===== config.mk =====
export PLATFORM = sky130hd
export DESIGN_NAME = pvtf_freq_pipe
export DESIGN_NICKNAME = d
export VERILOG_FILES = /design/src/sv/pvtf_pkg.sv /design/src/sv/pvtf_freq_pipe.sv
export SDC_FILE = /design/constraint.sdc
export NUM_CORES = 1
export LEC_CHECK = 0
export ABC_AREA = 1
export BUFFER_PORTS_ARGS = -buffer_cell sky130_fd_sc_hd__clkbuf_2
export CAP_MARGIN = 10
export CORE_AREA = 2 2 251 203
export DETAILED_ROUTE_END_ITERATION = 10
export DIE_AREA = 0 0 253 205
export SLEW_MARGIN = 40
export SYNTH_ARGS = -nofsm -noshare
export SYNTH_HDL_FRONTEND = slang
export SYNTH_SLANG_ARGS = --single-unit

===== constraint.sdc =====
create_clock -name clk_i -period 9.7 [get_ports clk_i]
set_input_delay 1.94 -clock clk_i [delete_from_list [all_inputs] [get_ports clk_i]]
set_output_delay 1.94 -clock clk_i [all_outputs]
set_load 0.1 [all_outputs]

===== src/sv/pvtf_pkg.sv =====
// ----------------------------------------------------------------------------
// pvtf_pkg
// Shared constants and types of the true-frequency estimator.
// ----------------------------------------------------------------------------
package pvtf_pkg;

  localparam int CHANNELS = 8;
  localparam int BINS     = 128;
  localparam int DEPTH    = CHANNELS * BINS;
  localparam int ADDR_W   = $clog2(DEPTH);

  localparam int CH_W     = 3;
  localparam int BIN_W    = 7;
  localparam int PHASE_W  = 16;
  localparam int RATE_W   = 18;
  localparam int FREQ_W   = 22;

  localparam int IN_DATA_W  = 32;
  localparam int OUT_DATA_W = 24;

  localparam int X_W      = BIN_W + PHASE_W;
  localparam int PROD_W   = X_W + RATE_W + 1;
  localparam int FREQ_SH  = 19;

  localparam logic [RATE_W-1:0] RATE_RESET = RATE_W'(48000);

  typedef struct packed {
    logic                 en;
    logic [ADDR_W-1:0]    addr;
    logic [PHASE_W-1:0]   wdata;
  } store_req_t;

endpackage


===== src/sv/pvtf_freq_pipe.sv =====
// ----------------------------------------------------------------------------
// pvtf_freq_pipe
// Phase deviation, offset by bin and scaling by sample rate, with output stage.
// ----------------------------------------------------------------------------
module pvtf_freq_pipe (
  input  logic                          clk_i,
  input  logic                          rst_ni,
  input  logic                          acc_i,
  input  logic [pvtf_pkg::BIN_W-1:0]    bin_i,
  input  logic [pvtf_pkg::PHASE_W-1:0]  phase_i,
  input  logic [pvtf_pkg::PHASE_W-1:0]  old_phase_i,
  input  logic [pvtf_pkg::RATE_W-1:0]   sample_rate_i,
  input  logic                          out_ready_i,
  output logic                          in_ready_o,
  output logic                          out_valid_o,
  output logic [pvtf_pkg::FREQ_W-1:0]   true_freq_o
);
  import pvtf_pkg::*;

  logic                      v1_q, v2_q, v3_q;
  logic                      en1, en2, en3;
  logic [BIN_W-1:0]          bin_q;
  logic [PHASE_W-1:0]        phase_q;
  logic [PHASE_W-1:0]        dev;
  logic signed [X_W-1:0]     x_d, x_q;
  logic signed [PROD_W-1:0]  prod_d, prod_q;

  assign en3 = !v3_q || out_ready_i;
  assign en2 = !v2_q || en3;
  assign en1 = !v1_q || en2;

  assign dev = phase_q - old_phase_i - {bin_q[0], {(PHASE_W-1){1'b0}}};
  assign x_d = $signed({1'b0, bin_q, {(PHASE_W-1){1'b0}}})
             + $signed({{(X_W-PHASE_W){dev[PHASE_W-1]}}, dev});
  assign prod_d = x_q * $signed({1'b0, sample_rate_i});

  always_ff @(posedge clk_i or negedge rst_ni) begin
    if (!rst_ni) begin
      v1_q <= 1'b0;
      v2_q <= 1'b0;
      v3_q <= 1'b0;
    end else begin
      if (en1) v1_q <= acc_i;
      if (en2) v2_q <= v1_q;
      if (en3) v3_q <= v2_q;
    end
  end

  always_ff @(posedge clk_i) begin
    if (acc_i) begin
      bin_q   <= bin_i;
      phase_q <= phase_i;
    end
    if (en2 && v1_q) x_q    <= x_d;
    if (en3 && v2_q) prod_q <= prod_d;
  end

  assign in_ready_o  = en1;
  assign out_valid_o = v3_q;
  assign true_freq_o = prod_q[FREQ_SH +: FREQ_W];

`ifndef SYNTH
  a_acc_loads_s1: assert property (@(posedge clk_i) disable iff (!rst_ni)
    acc_i |=> v1_q)
    else $error("accepted request lost at first stage");
  a_s2_holds: assert property (@(posedge clk_i) disable iff (!rst_ni)
    (v2_q && !en3) |=> v2_q)
    else $error("second stage dropped a stalled request");
`endif

endmodule


## Yosys cells after proc, flatten, opt, wreduce, memory -nomap -nowiden

Index checks and enable logic that the tools add are counted.
W data, S select, Z words.

- Add/subtract/negate cells: 3
- $mul: 1
- Reduce and logical (&&, ||, !) cells: 8

Operators with widths:

| operator | number |
|---|---|
| $mul A23 B19 Y41 | 1 |
| $sub A16 B16 Y16 | 2 |
| $add A23 B16 Y23 | 1 |
| $logic_not A1 Y1 | 3 |
| $logic_or A1 B1 Y1 | 3 |
| $logic_and A1 B1 Y1 | 2 |

- Flip-flop bits (word level): 90
- Input bits: 61
- Output and inout bits: 24
- Logic and storage cells: 19

## Depth between registers and ports, before layout

- Depth after elaboration: 4
- Depth in mapped cells: 29
- Gate-level depth less buffers: 27

## Least setup slack after synthesis

OpenSTA, ideal clock, no wires.

- Path kind: input to register
- Start point: input sample_rate_i[5] (netlist bit)
- End point: register prod_q[39] (data pin)
- Setup time: 253 ps
- Arrival time: 6842 ps
- Data required time: 9447 ps
- Slack: 2605 ps
- Cell stages on the path: 19
- Path buffers: 1
- Path through: clkbuf_1 -> nand2_1 -> fa_1 -> fa_1 -> inv_1 -> fa_1 -> inv_1 -> fa_1 -> fa_1 -> fa_1 -> inv_1 -> ha_1 -> inv_2 -> nor3_1 -> nand2_1 -> nor3_1 -> nand3_1 -> nand4_1 -> nand2_1

- Longest elaborated chain between the ends: 1

Ends and longest elaborated chain:

| element | line | text |
|---|---|---|
| start: declaration | pvtf_freq_pipe.sv:12 | `input logic [pvtf_pkg::RATE_W-1:0] sample_rate_i,` |
| $mul A23 B19 Y41 | pvtf_freq_pipe.sv:35 | `assign prod_d = x_q * $signed({1'b0, sample_rate_i});` |
| named net prod_d[39] | pvtf_freq_pipe.sv:26 | `logic signed [PROD_W-1:0] prod_d, prod_q;` |
| end signal: assignment | pvtf_freq_pipe.sv:55 | `if (en3 && v2_q) prod_q <= prod_d;` |
| end: declaration | pvtf_freq_pipe.sv:26 |  |

The timed path passes the listed nets, and every way through them passes these cells.
A chain may end at the register's enable or synchronous reset.

## Worst setup path in the final report

- Start point: input sample_rate_i[4] (netlist bit)
- End point: register prod_q[39] (data pin)

The elaborated chain is that of the path after synthesis.

==> impl_summary.txt <==
----------------------------------------------------
[Placed design]
  HPWL after DPL ... about 43 mm
  Area post-placement ... 20700 sq um
  Port buffer count ... between 80 and 90
  RePlAce Congestion ... 0.986
  Place WS ... 1620 ps

[Timing]
  Number of failing hold endpoints at the final stage ... 0
  Worst slew slack as a fraction of its limit ... 47.2%
  Actual slew at the worst max-slew pin ... around 790 ps
  Minimum period implied by the final worst setup slack ... 7800 ps
  Max Freq ... 128 MHz
  Total of endpoints with negative setup slack in the final report ... 0
  Final cycle utilization of the critical path ... 80.4%
  RSZ-0062 raised after global routing ... no
  Worst Slack Setup Final ... between 1500 and 2000 ps
  Clock tree skew after final layout ... roughly 14 ps
  Fin. max-slew vios ... 0
  Setup TNS ... 0 ps

[Cells and area]
  Sequential standard cell area ... between 2000 and 2500 sq um
  Final design area excluding fillers ... 21100 sq um
  NumNets Final ... between 3000 and 4000
  ANT cells ... 0
  Number of fill cells ... 5044
  Layout overhead on the synthesized area ... 7.58%
  Footprint of the multi-input gates ... around 14000 sq um
  Share of cells above drive strength 1 ... 6.05%

[Synth]
  Top cells by area, synth ... fa_1 42%, inv_1 16%, nand2_1 12%
  Post-synthesis cell type count ... 37
  Number of synthesized register bits ... 71
  Post-Syn Instances ... approximately 2500
  Share of the synthesized area in the top cell type ... 41.8%
  Count of flip-flops with a built-in enable after synthesis ... 68
  Mean Syn Cell Area ... 7.87 sq um
  Cell area after technology mapping ... approximately 20000 sq um
  Top-count cell post-synth ... inv_1
  Synth area leader ... fa_1
  Flip-flop cell with the highest count after synthesis ... edfxtp_1
  Portion of the post-synthesis area used by sequential elements ... 10.8%
  Post-Synthesis Net Count ... 3097
  Cell types with the highest counts after synthesis ... 844 x inv_1, 617 x nand2_1, 409 x fa_1, 138 x ha_1, 85 x nor2_1
  Share of synthesized registers carrying an async set or reset ... 4.23%
  Ys Warns ... 0

[Floorplanning]
  Die span in x ... 253 um
  Effective utilization at floorplan ... 39.7%
  Die Y ... 205 um
  Die Footprint ... 51900 sq um
  Area of the placeable core ... 49300 sq um
  Num ports ... 85
  Placement Rows ... 73

[Clock network]
  Post-cts hold buffer count ... 0
  Root Buffer Master ... clkbuf_16
  Post-CTS Repair Setup Buffers ... 0
  Latest clock arrival within the worst-skew pair ... 360 ps
  Largest buffer count on any clock path ... 2
  CTS tree ... done
  Number of resized instances in the post-cts repair step ... 0
  CTS clock-pin slew for the worst setup and hold paths ... 70 ps
  Number of clock buffers inserted by TritonCTS ... 9
  H-Tree Level Count ... 3
  Clock Sink Count ... 71

[Global routing]
  Overflow left after global routing ... 0
  Initial antenna violation count ... 0
  Largest net degree at the start of global routing ... 25
  Total global routing track utilization ... 21.4%
  Wire length of the first global-routing pass ... 85.7 mm
  Number of global-route vias before repair ... between 15000 and 20000

[Hold path]
  Number of cells on the worst hold path ... 2
  Worst min-delay path startpoint ... v2_q$_DFFE_PN0P_
  Worst hold-check path type ... reg2reg

[Setup path]
  Critical path capture point type ... flop
  Beginning of the critical path ... sample_rate_i[4]
  Signal arrival time at the worst endpoint ... roughly 7900 ps
  Source of the worst register-to-register timing path ... x_q[22]$_DFFE_PP_
  Nature of the critical path startpoint ... input port
  Required @ worst endpoint ... 9810 ps
  Cells on worst reg2reg path ... 18
  Critical-path maximum fanout ... 23
  WS Path Type ... in2reg
  Slack of the worst reg-to-reg path ... between 3000 and 4000 ps

[Flow run]
  Max-cap violation count ... 0

[Routing]
  Number of nets with antenna violations after routing ... 0
  Routed wire length per instance ... 16.1 um
  Total vias in the final route ... around 15000
  DR iter-0 viols ... 950
  Ratio of routed vias to standard cells ... between 4 and 5
  Number of detailed-route iterations in the first pass ... 5
  Wirelength, routed ... 51.0 mm
  DRC errors left ... 0

[Status]
  Run status ... finished, final reports clean

----------------------------------------------------
[worst paths after layout]
check                                     endpoint
max                           prod_q[39]$_DFFE_PP_
min                        out_valid_o$_DFFE_PN0P_
max in group asynchronous         v2_q$_DFFE_PN0P_
min reg2reg                out_valid_o$_DFFE_PN0P_
max reg2reg                   prod_q[38]$_DFFE_PP_
min in group asynchronous         v1_q$_DFFE_PN0P_
[cells in the final DEF, fill, tap and decap left out, types with 18 or more instances in the layout]
cell type,count
o21ai_0,22
fa_1,409
ha_1,138
a21oi_1,59
nor2_1,85
nand3_1,36
edfxtp_1,68
xor2_1,26
inv_1,843
nand2_1,617
inv_2,18
clkbuf_2,84
[cell type report]
| cell class | instances | share of cell area [%] |
|---|---|---|
| clock buffers | 9 | 1.07 |
| clock inverters | 7 | 0.291 |
| inverters | 862 | 15.3 |
| multi-input cells | 1474 | 66.1 |
| flip-flops and latches | 71 | 10.0 |
| well taps | 637 | 3.78 |
| repair buffers | 108 | 3.38 |
[metal layers]
layer	global-route usage [%]	wire [um]
met3	3.47	3390
met2	35.7	23600
met4	6.57	1250
met5	0	0
met1	28.6	22800
[state kept, by name (all words and copies together), names as in the netlist]
register	count
bin_q	7
out_valid_o	1
phase_q	16
v2_q	1
v1_q	1
x_q	23
prod_q	22
[critical path, stage by stage]
cell and delay, ps:
clkbuf_2 500, nand2_1 270, fa_1 680, fa_1 640, inv_1 190, fa_1 530
inv_1 60, fa_1 520, inv_1 50, fa_1 490, fa_1 420, ha_1 460
inv_1 210, nor3_1 270, nand2_1 110, nor3_1 220, nand3_1 150, nand4_1 120
nand2_1 50
[cells by family (layout without fill, tap and decap cells)]
| logic type | after synthesis | count (layout) | synth area share, % |
|---|---|---|---|
| fa+ha+maj | 547 | 547 | 50.6 |
| xor+xnor | 39 | 39 | 1.74 |
| flops | 71 | 71 | 10.8 |
| simple gates | 773 | 773 | 15.5 |
| buf+inv | 944 | 986 | 18.1 |
| compound gates | 115 | 115 | 3.26 |
[stage by stage]
stage                     util [%]  cells  hold slack (ps)
final                         42.7   3168              495
after CTS                     42.5   3158              507
after global routing          42.7   3168              523
after global placement        41.6   3131              463
after detailed placement      41.9   3142              489
after floorplan                  -   2489              433
Power is not shown: default switching activity piles up to over one toggle a cycle in this logic, so the estimate is an artifact.
